`src/design/lhist_pkg.sv`:
```
// Package: shared types and constants for the letter histogram block.
`timescale 1ns / 1ps
`default_nettype none
package lhist_pkg;

  localparam int COUNT_BITS  = 24;
  localparam int NUM_LETTERS = 26;
  localparam int LETTER_W    = 5;
  localparam int TOP_COUNT_W = 24;
  localparam int Q_DEPTH     = 4;
  localparam int Q_PTR_W     = $clog2(Q_DEPTH);
  localparam int Q_CNT_W     = $clog2(Q_DEPTH + 1);

  localparam logic [7:0] ASCII_UPPER_A = 8'h41;
  localparam logic [7:0] ASCII_UPPER_Z = 8'h5A;
  localparam logic [7:0] ASCII_LOWER_A = 8'h61;
  localparam logic [7:0] ASCII_LOWER_Z = 8'h7A;
  localparam logic [LETTER_W-1:0] LAST_LETTER = LETTER_W'(NUM_LETTERS - 1);

  typedef struct packed {
    logic [7:0] data_byte;
    logic       end_of_stream;
  } lhist_in_t;

  typedef struct packed {
    logic [LETTER_W-1:0]    top_letter;
    logic [TOP_COUNT_W-1:0] top_count;
    logic                   any_letter;
  } lhist_out_t;

  // Classified beat passed from front to back.
  typedef struct packed {
    logic                is_letter;
    logic [LETTER_W-1:0] letter;
    logic                eos;
  } lhist_entry_t;

endpackage
`default_nettype wire

```
`src/design/letter_histogram_argmax.sv`:
```
// Top level: letter histogram with most-frequent-letter report.
//
// Bytes are taken one per cycle while busy is low; letters are folded to
// lower case and counted in 26 saturating counters. The beat carrying
// end_of_stream is counted, then a scan walks the counters a to z, one per
// cycle, so the result appears on done/result for a single cycle when the
// scan reaches z; the scan starts later when the queue still holds earlier beats.
// The receiver cannot stall: result must be captured
// in the cycle done is high. During the scan a 4-entry queue keeps taking
// bytes; once it fills, busy stays high until the scan finishes. Counters
// clear as each result is registered.
`timescale 1ns / 1ps
`default_nettype none
module letter_histogram_argmax import lhist_pkg::*; (
  input  wire logic      clk,
  input  wire logic      rst,
  input  wire logic      start,
  input  wire lhist_in_t item,
  output logic           busy,
  output lhist_out_t     result,
  output logic           done
);

  logic         q_full;
  logic         q_empty;
  logic         push;
  logic         pop;
  lhist_entry_t push_entry;
  lhist_entry_t head;

  lhist_front u_front (
    .start      (start),
    .item       (item),
    .q_full     (q_full),
    .busy       (busy),
    .push       (push),
    .push_entry (push_entry)
  );

  lhist_queue u_queue (
    .clk        (clk),
    .rst        (rst),
    .push       (push),
    .push_entry (push_entry),
    .pop        (pop),
    .head       (head),
    .empty      (q_empty),
    .full       (q_full)
  );

  lhist_back u_back (
    .clk    (clk),
    .rst    (rst),
    .head   (head),
    .empty  (q_empty),
    .pop    (pop),
    .result (result),
    .done   (done)
  );

endmodule
`default_nettype wire

```
`src/design/lhist_front.sv`:
```
// Front end: accepts beats, folds case and classifies letters for the queue.
`timescale 1ns / 1ps
`default_nettype none
module lhist_front import lhist_pkg::*; (
  input  wire logic         start,
  input  wire lhist_in_t    item,
  input  wire logic         q_full,
  output logic              busy,
  output logic              push,
  output lhist_entry_t      push_entry
);

  logic       is_upper;
  logic       is_lower;
  logic [7:0] offset;

  always_comb begin
    is_upper = (item.data_byte >= ASCII_UPPER_A) && (item.data_byte <= ASCII_UPPER_Z);
    is_lower = (item.data_byte >= ASCII_LOWER_A) && (item.data_byte <= ASCII_LOWER_Z);
    offset   = is_upper ? (item.data_byte - ASCII_UPPER_A) : (item.data_byte - ASCII_LOWER_A);
    push_entry.is_letter = is_upper || is_lower;
    push_entry.letter    = offset[LETTER_W-1:0];
    push_entry.eos       = item.end_of_stream;
    busy = q_full;
    // non-letters without the end mark change nothing and are dropped here
    push = start && !q_full && (push_entry.is_letter || push_entry.eos);
  end

endmodule
`default_nettype wire

```
`src/design/lhist_queue.sv`:
```
// Short FIFO of classified beats between front and back.
`timescale 1ns / 1ps
`default_nettype none
module lhist_queue import lhist_pkg::*; (
  input  wire logic         clk,
  input  wire logic         rst,
  input  wire logic         push,
  input  wire lhist_entry_t push_entry,
  input  wire logic         pop,
  output lhist_entry_t      head,
  output logic              empty,
  output logic              full
);

  lhist_entry_t       mem [Q_DEPTH];
  logic [Q_PTR_W-1:0] wr_ptr;
  logic [Q_PTR_W-1:0] rd_ptr;
  logic [Q_CNT_W-1:0] count;
  logic               do_push;
  logic               do_pop;

  assign empty   = (count == '0);
  assign full    = (count == Q_CNT_W'(Q_DEPTH));
  assign head    = mem[rd_ptr];
  assign do_push = push && !full;
  assign do_pop  = pop && !empty;

  always_ff @(posedge clk) begin
    if (do_push) begin
      mem[wr_ptr] <= push_entry;
    end
  end

  always_ff @(posedge clk) begin
    if (rst) begin
      wr_ptr <= '0;
      rd_ptr <= '0;
      count  <= '0;
    end else begin
      if (do_push) begin
        wr_ptr <= wr_ptr + 1'b1;
      end
      if (do_pop) begin
        rd_ptr <= rd_ptr + 1'b1;
      end
      unique case ({do_push, do_pop})
        2'b10:   count <= count + 1'b1;
        2'b01:   count <= count - 1'b1;
        default: count <= count;
      endcase
    end
  end

endmodule
`default_nettype wire

```
`src/design/lhist_back.sv`:
```
// Back end: letter counters, end-of-stream scan for the maximum, result beat.
`timescale 1ns / 1ps
`default_nettype none
module lhist_back import lhist_pkg::*; (
  input  wire logic         clk,
  input  wire logic         rst,
  input  wire lhist_entry_t head,
  input  wire logic         empty,
  output logic              pop,
  output lhist_out_t        result,
  output logic              done
);

  typedef enum logic [0:0] {
    ST_COUNT,
    ST_SCAN
  } state_t;

  localparam logic [COUNT_BITS-1:0] COUNT_MAX = {COUNT_BITS{1'b1}};

  state_t                  state;
  logic [COUNT_BITS-1:0]   counts [NUM_LETTERS];
  logic [LETTER_W-1:0]     scan_idx;
  logic [COUNT_BITS-1:0]   best;
  logic [LETTER_W-1:0]     best_idx;
  logic [COUNT_BITS-1:0]   cur;
  logic                    take;
  logic [COUNT_BITS-1:0]   best_next;
  logic [LETTER_W-1:0]     best_idx_next;
  logic [COUNT_BITS+TOP_COUNT_W-1:0] best_wide;
  logic                    scan_last;

  assign pop           = (state == ST_COUNT) && !empty;
  assign cur           = counts[scan_idx];
  assign take          = cur > best;
  assign best_next     = take ? cur : best;
  assign best_idx_next = take ? scan_idx : best_idx;
  assign best_wide     = {{TOP_COUNT_W{1'b0}}, best_next};
  assign scan_last     = (state == ST_SCAN) && (scan_idx == LAST_LETTER);

  for (genvar i = 0; i < NUM_LETTERS; i++) begin : g_lane
    always_ff @(posedge clk) begin
      if (rst || scan_last) begin
        counts[i] <= '0;
      end else if (pop && head.is_letter && (head.letter == LETTER_W'(i))
                   && (counts[i] != COUNT_MAX)) begin
        counts[i] <= counts[i] + 1'b1;
      end
    end
  end

  always_ff @(posedge clk) begin
    if (rst) begin
      state    <= ST_COUNT;
      scan_idx <= '0;
      best     <= '0;
      best_idx <= '0;
      done     <= 1'b0;
    end else begin
      done <= 1'b0;
      unique case (state)
        ST_COUNT: begin
          if (pop && head.eos) begin
            state    <= ST_SCAN;
            scan_idx <= '0;
            best     <= '0;
            best_idx <= '0;
          end
        end
        ST_SCAN: begin
          best     <= best_next;
          best_idx <= best_idx_next;
          scan_idx <= scan_idx + 1'b1;
          if (scan_last) begin
            state             <= ST_COUNT;
            done              <= 1'b1;
            result.top_letter <= best_idx_next;
            result.top_count  <= best_wide[TOP_COUNT_W-1:0];
            result.any_letter <= (best_next != '0);
          end
        end
        default: state <= ST_COUNT;
      endcase
    end
  end

endmodule
`default_nettype wire

```
`config.mk`:
```
export PLATFORM = sky130hd
export DESIGN_NAME = letter_histogram_argmax
export DESIGN_NICKNAME = d
export VERILOG_FILES = /design/src/design/lhist_pkg.sv /design/src/design/letter_histogram_argmax.sv /design/src/design/lhist_front.sv /design/src/design/lhist_queue.sv /design/src/design/lhist_back.sv
export SDC_FILE = /design/constraint.sdc
export NUM_CORES = 2
export LEC_CHECK = 0
export ABC_AREA = 1
export BUFFER_PORTS_ARGS = -buffer_cell sky130_fd_sc_hd__buf_2
export CORE_UTILIZATION = 50
export DETAILED_ROUTE_END_ITERATION = 8
export GPL_TIMING_DRIVEN = 0
export HOLD_SLACK_MARGIN = 0.08
export PLACE_DENSITY = 0.65
export SYNTH_ARGS = -nofsm -noshare
export SYNTH_HDL_FRONTEND = slang
export SYNTH_HIERARCHICAL = 1
export SYNTH_SLANG_ARGS = --single-unit
```
`constraint.sdc`:
```
create_clock -name clk -period 3.2 [get_ports clk]
set_input_delay 0 -clock clk [delete_from_list [all_inputs] [get_ports clk]]
set_output_delay 0 -clock clk [all_outputs]
set_load 0.005 [all_outputs]
```
-- Word-level counts from Yosys, hierarchy flattened
Memory sizes are Yosys's and may differ from the RTL's. A register that Yosys moved wholly into a read port is not among the register bits.
Index checks and enable logic that the tools add are counted.
- multiplexer cells: 125
- order comparisons: 5
- reductions and logical operators: 73
- add/subtract/negate cells: 33
- equality and inequality tests: 56
- bitwise gates (word level): 28
- operators with widths (cell ; number):
    $mux W24 ; 28
    $add A24 B1 Y24 const B ; 26
    $ne A24 B24 Y1 const B ; 26
    $mux W1 ; 85
    $logic_and A1 B1 Y1 ; 62
    $eq A5 B5 Y1 const B ; 11
    $pmux W24 S2 ; 1
    $eq A5 B4 Y1 const B ; 8
    $or A1 B1 Y1 ; 26
    $mux W5 ; 5
    $gt A24 B24 Y1 ; 1
    $reduce_bool A24 Y1 ; 1
    $eq A5 B3 Y1 const B ; 4
    $pmux W5 S2 ; 2
    $ge A8 B7 Y1 const B ; 2
    $le A8 B7 Y1 const B ; 2
    $eq A5 B2 Y1 const B ; 2
    $sub A5 B1 Y5 const B ; 2
    $pmux W3 S2 ; 1
    $add A5 B1 Y5 const B ; 1
    $eq A5 B1 Y1 const B ; 1
    $logic_not A5 Y1 ; 1
    $add A2 B1 Y2 const B ; 2
    $mux W2 ; 2
    14 further kinds ; 18
- memories: 2
- bits in writable memories: 652
- output and inout port bits: 32
- flip-flop bits (word level): 73
- memory list (memory ; words ; bits a word ; read ports ; clocked after Yosys merged registers in ; wr ports ; line ; text):
    u_back.counts ; 26 ; 24 ; 27 ; 1 ; 26 ; lhist_back.sv:22 ; logic [COUNT_BITS-1:0] counts [NUM_LETTERS];
    u_queue.mem ; 4 ; 7 ; 1 ; 1 ; 1 ; lhist_queue.sv:15 ; lhist_entry_t mem [Q_DEPTH];

-- Depth between registers and ports, before layout
- depth in word-level cells: 10
- mapped depth: 30

-- By module
The synthesis kept the hierarchy.
- by module, submodules not included (module ; area an instance (um^2) ; cells an instance ; times used):
    lhist_back ; 44113.6 ; 5625 ; 1
    lhist_queue ; 1555.2 ; 137 ; 1
    lhist_front ; 197.7 ; 36 ; 1

-- Worst setup path before layout
Ideal clock, no wire load.
- path kind: reg2reg
- from: register (tool-made name)
- to: memory u_back.counts[8][0] (enable)
- setup slack: -252 ps
- stages on the path, launching flop included: 10
- library setup time: 438 ps
- data required time: 2762 ps
- data arrival time: 3014 ps
- clock period less this slack: 3452 ps
- cells stage by stage: dfxtp_1 -> inv_2 -> buf_6 -> nor2_1 -> o22ai_1 -> nand2_2 -> nor2_2 -> buf_4 -> o21ai_1 -> o21ai_0
- RTL lines (item ; line):
    to (decl) ; lhist_back.sv:22

==> flow_summary.ini <==
[clock_network]
clkLatencyLatePin_ps = 690
cts_buffers = 86
h-tree-depth = 3
cts-root-buf = clkbuf_16
cts.path.max_buffers = 3
clk_pin_slew_ps = 60
cts_tree = done
clock-sinks = 732

[synth]
synthAdderAreaFrac_pct = 1.68
synth_nets = 5871
ys_types = 61
synth_compound_area_share_pct = 6.49
ys_warn_count = 6
synth_edf_count = 682
syn_inst = 5798
synth_ff_type = edfxtp_1
avgSynthCellArea_sq_um = 7.91
synth-async-reset-ratio_pct = 0
synth_top_family_by_area = simple AND/OR/NAND/NOR gates
muxShareOfSynthArea_pct = 0
synthXorXnorAreaFrac_pct = 4.95
synth-seq-cells = 732
ys_seq_area_share_pct = 46.8
synthesis.area_sq_um = 45900
yosys.area_share.simple_pct = 32.4

[detailed_routing]
detail_route.wl_per_cell_microns = 24.6
via_per_inst = 6.01
drt-total-wl_microns = 179000
vias = 43564
drc = 0
drt_iter0_markers = 6573
ant_nets = 0
first_pass_iters = 9

[worst_hold_path]
hold_class = in2reg
whs_path_depth = 3
min_to = u_queue/mem[0][0]
hp-start = item[0]

[final_layout]
drive_above_1_share_pct = 14.7
fillCellCount = 8120
seq_area_sq_um = 21500
syn_to_final_growth_pct = 17.9
multiInputGateArea_sq_um = 22700
layout.nets = 6083

[floorplanning]
io_pins = 44
initial_core_util_pct = 50.7
placementRows = 110
die_h_microns = 305
die_width_microns = 305
core-area_sq_um = 90400
die-area_sq_um = 92900

[pwr]
ir_drop_uv = 563
power.switching_w = 0.0137
pwr-share-clk_pct = 27.7
p_per_area_nw_per_um2 = 642
p_comb_share_pct = 38.1
switching_share_pct = 39.6
p_int_w = 0.0210
leakage_nw = 20.9
p_seq_share_pct = 34.3

[timing]
setup_violations = 88
fin_crit_sh_pct = 121
rsz0062_at_grt = yes
final.setup_skew_ps = 27.7
worst_slack_ps = -688
slew_headroom_pct = 39.4
worstMarginPinSlew_ps = 907
max_freq_mhz = 257
slew_viol_final = 0
fin_setup_tns_ps = -26260
period_minus_slack_ps = 3890
finalHoldViolations = 0

[placement]
place.gp.congestion = 1.04
numPortBuffers = 43
pre_cts_ws_ps = -2290
dpl.hpwl_microns = 130000

[grt]
grt_max_degree = 31
track_usage_pct = 37.3
grt_pass1_vias = 39553
antenna_found_initial = 5
grt_pass1_wl_microns = 255000
grt_remaining_overflow = 0

[worst_setup_path]
cp-end-kind = register
startpoint_type = register
cp.required_ps = 3630
rr_worst_depth = 26
r2r_slack_ps = -690
cp_data_arrival_time_ps = 4320
critPathKind = reg2reg
r2r-end = u_back/result[0]
path_max_fanout = 8

[run_status]
outcome = finished with violations
violations = setup timing

[flow_run]
max-cap-violations = 0
[kinds of logic (layout without fill, tap and decap cells)]
logic type,after synthesis,count (layout)
and+or+nand+nor,3344,3344
buffers and inverters,857,1134
DFF,732,732
AOI/OAI and AO/OA,545,545
xor gates and xnor gates,259,259
adders and majority gates,61,61
other,0,1
[worst max path at each step]
| stage | startpoint | to | slack (ps) |
|---|---|---|---|
| final | register | u_back/result[0] | -690 |
| after detailed placement | u_back/scan_idx[1] | u_back/counts[7][5] | -2290 |
| after floorplan | register | u_back/result[0] | 180 |
| after CTS | register | u_back/result[0] | -540 |
| after global placement | u_back/scan_idx[1] | u_back/counts[20][20] | -2450 |
| after global routing | register | u_back/result[0] | -740 |
[registers in the layout, indices dropped and copies added, names as in the netlist, 2 cells and up, named ones only]
name,count
u_back/scan_idx,5
u_queue/wr_ptr,2
u_back/best,24
u_queue/count,3
u_back/result,30
u_back/counts,624
u_queue/mem,28
u_queue/rd_ptr,2
u_back/best_idx,5
[Yosys cell counts (all sizes together), types with 28 or more instances]
cell	number	area, sq um
nor4	28	196
ha	60	751
buf	161	906
or2	35	219
nand2	1460	5530
nor3	210	1150
nor2	839	3320
xnor2	77	674
nand3	537	2770
xor2	182	1590
o211ai	39	298
dfxtp	50	1000
a21oi	256	1280
nand4	106	694
edfxtp	682	20500
inv	641	2410
nor3b	102	801
clkbuf	55	206
o21ai	183	920
[layer usage]
metal / track usage, % / vias up / routed length (microns) / part of all wire [%]
met2: 54.6 / 2639 / 74800 / 42
met3: 11.5 / 513 / 23700 / 13
li1: - / 19732 / - / -
met1: 50.5 / 20672 / 70900 / 40
met4: 16.7 / 8 / 9320 / 5.2
met5: 0 / - / 47 / 0.026
[metrics by stage]
stage               area, sq um  instances  total power [W]  utilization, %  hold slack, ps
finish                    54100       7252           0.0347            59.8             173
global route              54100       7251           0.0354            59.8             183
global placement          47600       7017           0.0210            52.6             237
CTS                       52900       7212           0.0329            58.5             142
detailed placement        47700       7020           0.0211            52.7             234
floorplan                 45900       5798           0.0168               -            69.1
[power by group through the flow]
stage | Sequential [W] | Clock [W] | Combinational, W
finish | 0.0119 | 0.00960 | 0.0132
global route | 0.0119 | 0.0100 | 0.0134
CTS | 0.0119 | 0.00970 | 0.0113
detailed placement | 0.0120 | 0 | 0.00907
global placement | 0.0120 | 0 | 0.00897
floorplan | 0.0118 | 0 | 0.00501
[timing repair]
action / in CTS / in global routing
gates resized for setup: 616 / 164
pin swaps: 42 / 69
hold buffers: 16 / 0
hold endpoints to repair: 72 / 0
buffers inserted: 15 / 31
setup endpoints to repair: 1032 / 821
cloned: 9 / 10
[cell type report]
cell class	count	area share [%]
multi-input cells	4209	41.9
flip-flops and latches	732	39.7
inverters	641	4.46
clock buffers	106	4.16
plain buffers	214	3.83
well taps	1176	2.72
repair buffers	126	2.44
clock inverters	47	0.733
diodes	1	0.00463
[critical path: stages (launching register included)]
cell     delay, ps
dfxtp_4        410
buf_12         180
buf_16         160
buf_16         160
buf_6          120
o21ai_4        250
nand3_2        150
nand2_1         90
nand2_1         60
nand2_2        140
nand2_4         70
nand2_4        140
ha_4           150
nand4_1        190
nor2_4         210
nand2_4         80
inv_1           60
nand2_1         50
nand3_2         80
nand2_4        110
buf_6          150
nand2_1         60
nand2_2         70
nor2_1         110
nand2_1        130
nor2_1         140
nand3_1         80
[cell usage in the layout, fill, tap and decap left out, types with 16 or more instances in the layout]
cell type         n
clkbuf_16        99
nor2_4           21
clkinv_1         18
dlygate4sd3_1    16
ha_1             53
clkbuf_1         36
nand2_4          46
buf_6            38
nor3_1          192
nand2_1        1322
nor4_1           25
xor2_1          182
o21ai_0         131
nand3_2         100
xnor2_1          77
dfxtp_1          48
edfxtp_1        682
nor3b_1          95
buf_2            87
nand3_1         418
a21oi_1         239
or2_2            30
and3_1           17
o21ai_2          21
nor2_2           52
o211ai_1         38
nand3_4          19
nor2_1          766
buf_8            18
nand2_2          92
inv_1           625
buf_4            69
nand4_1         101
buf_12           28
o21ai_4          18
a31oi_1          25
Power figures use the tool's default switching activity.
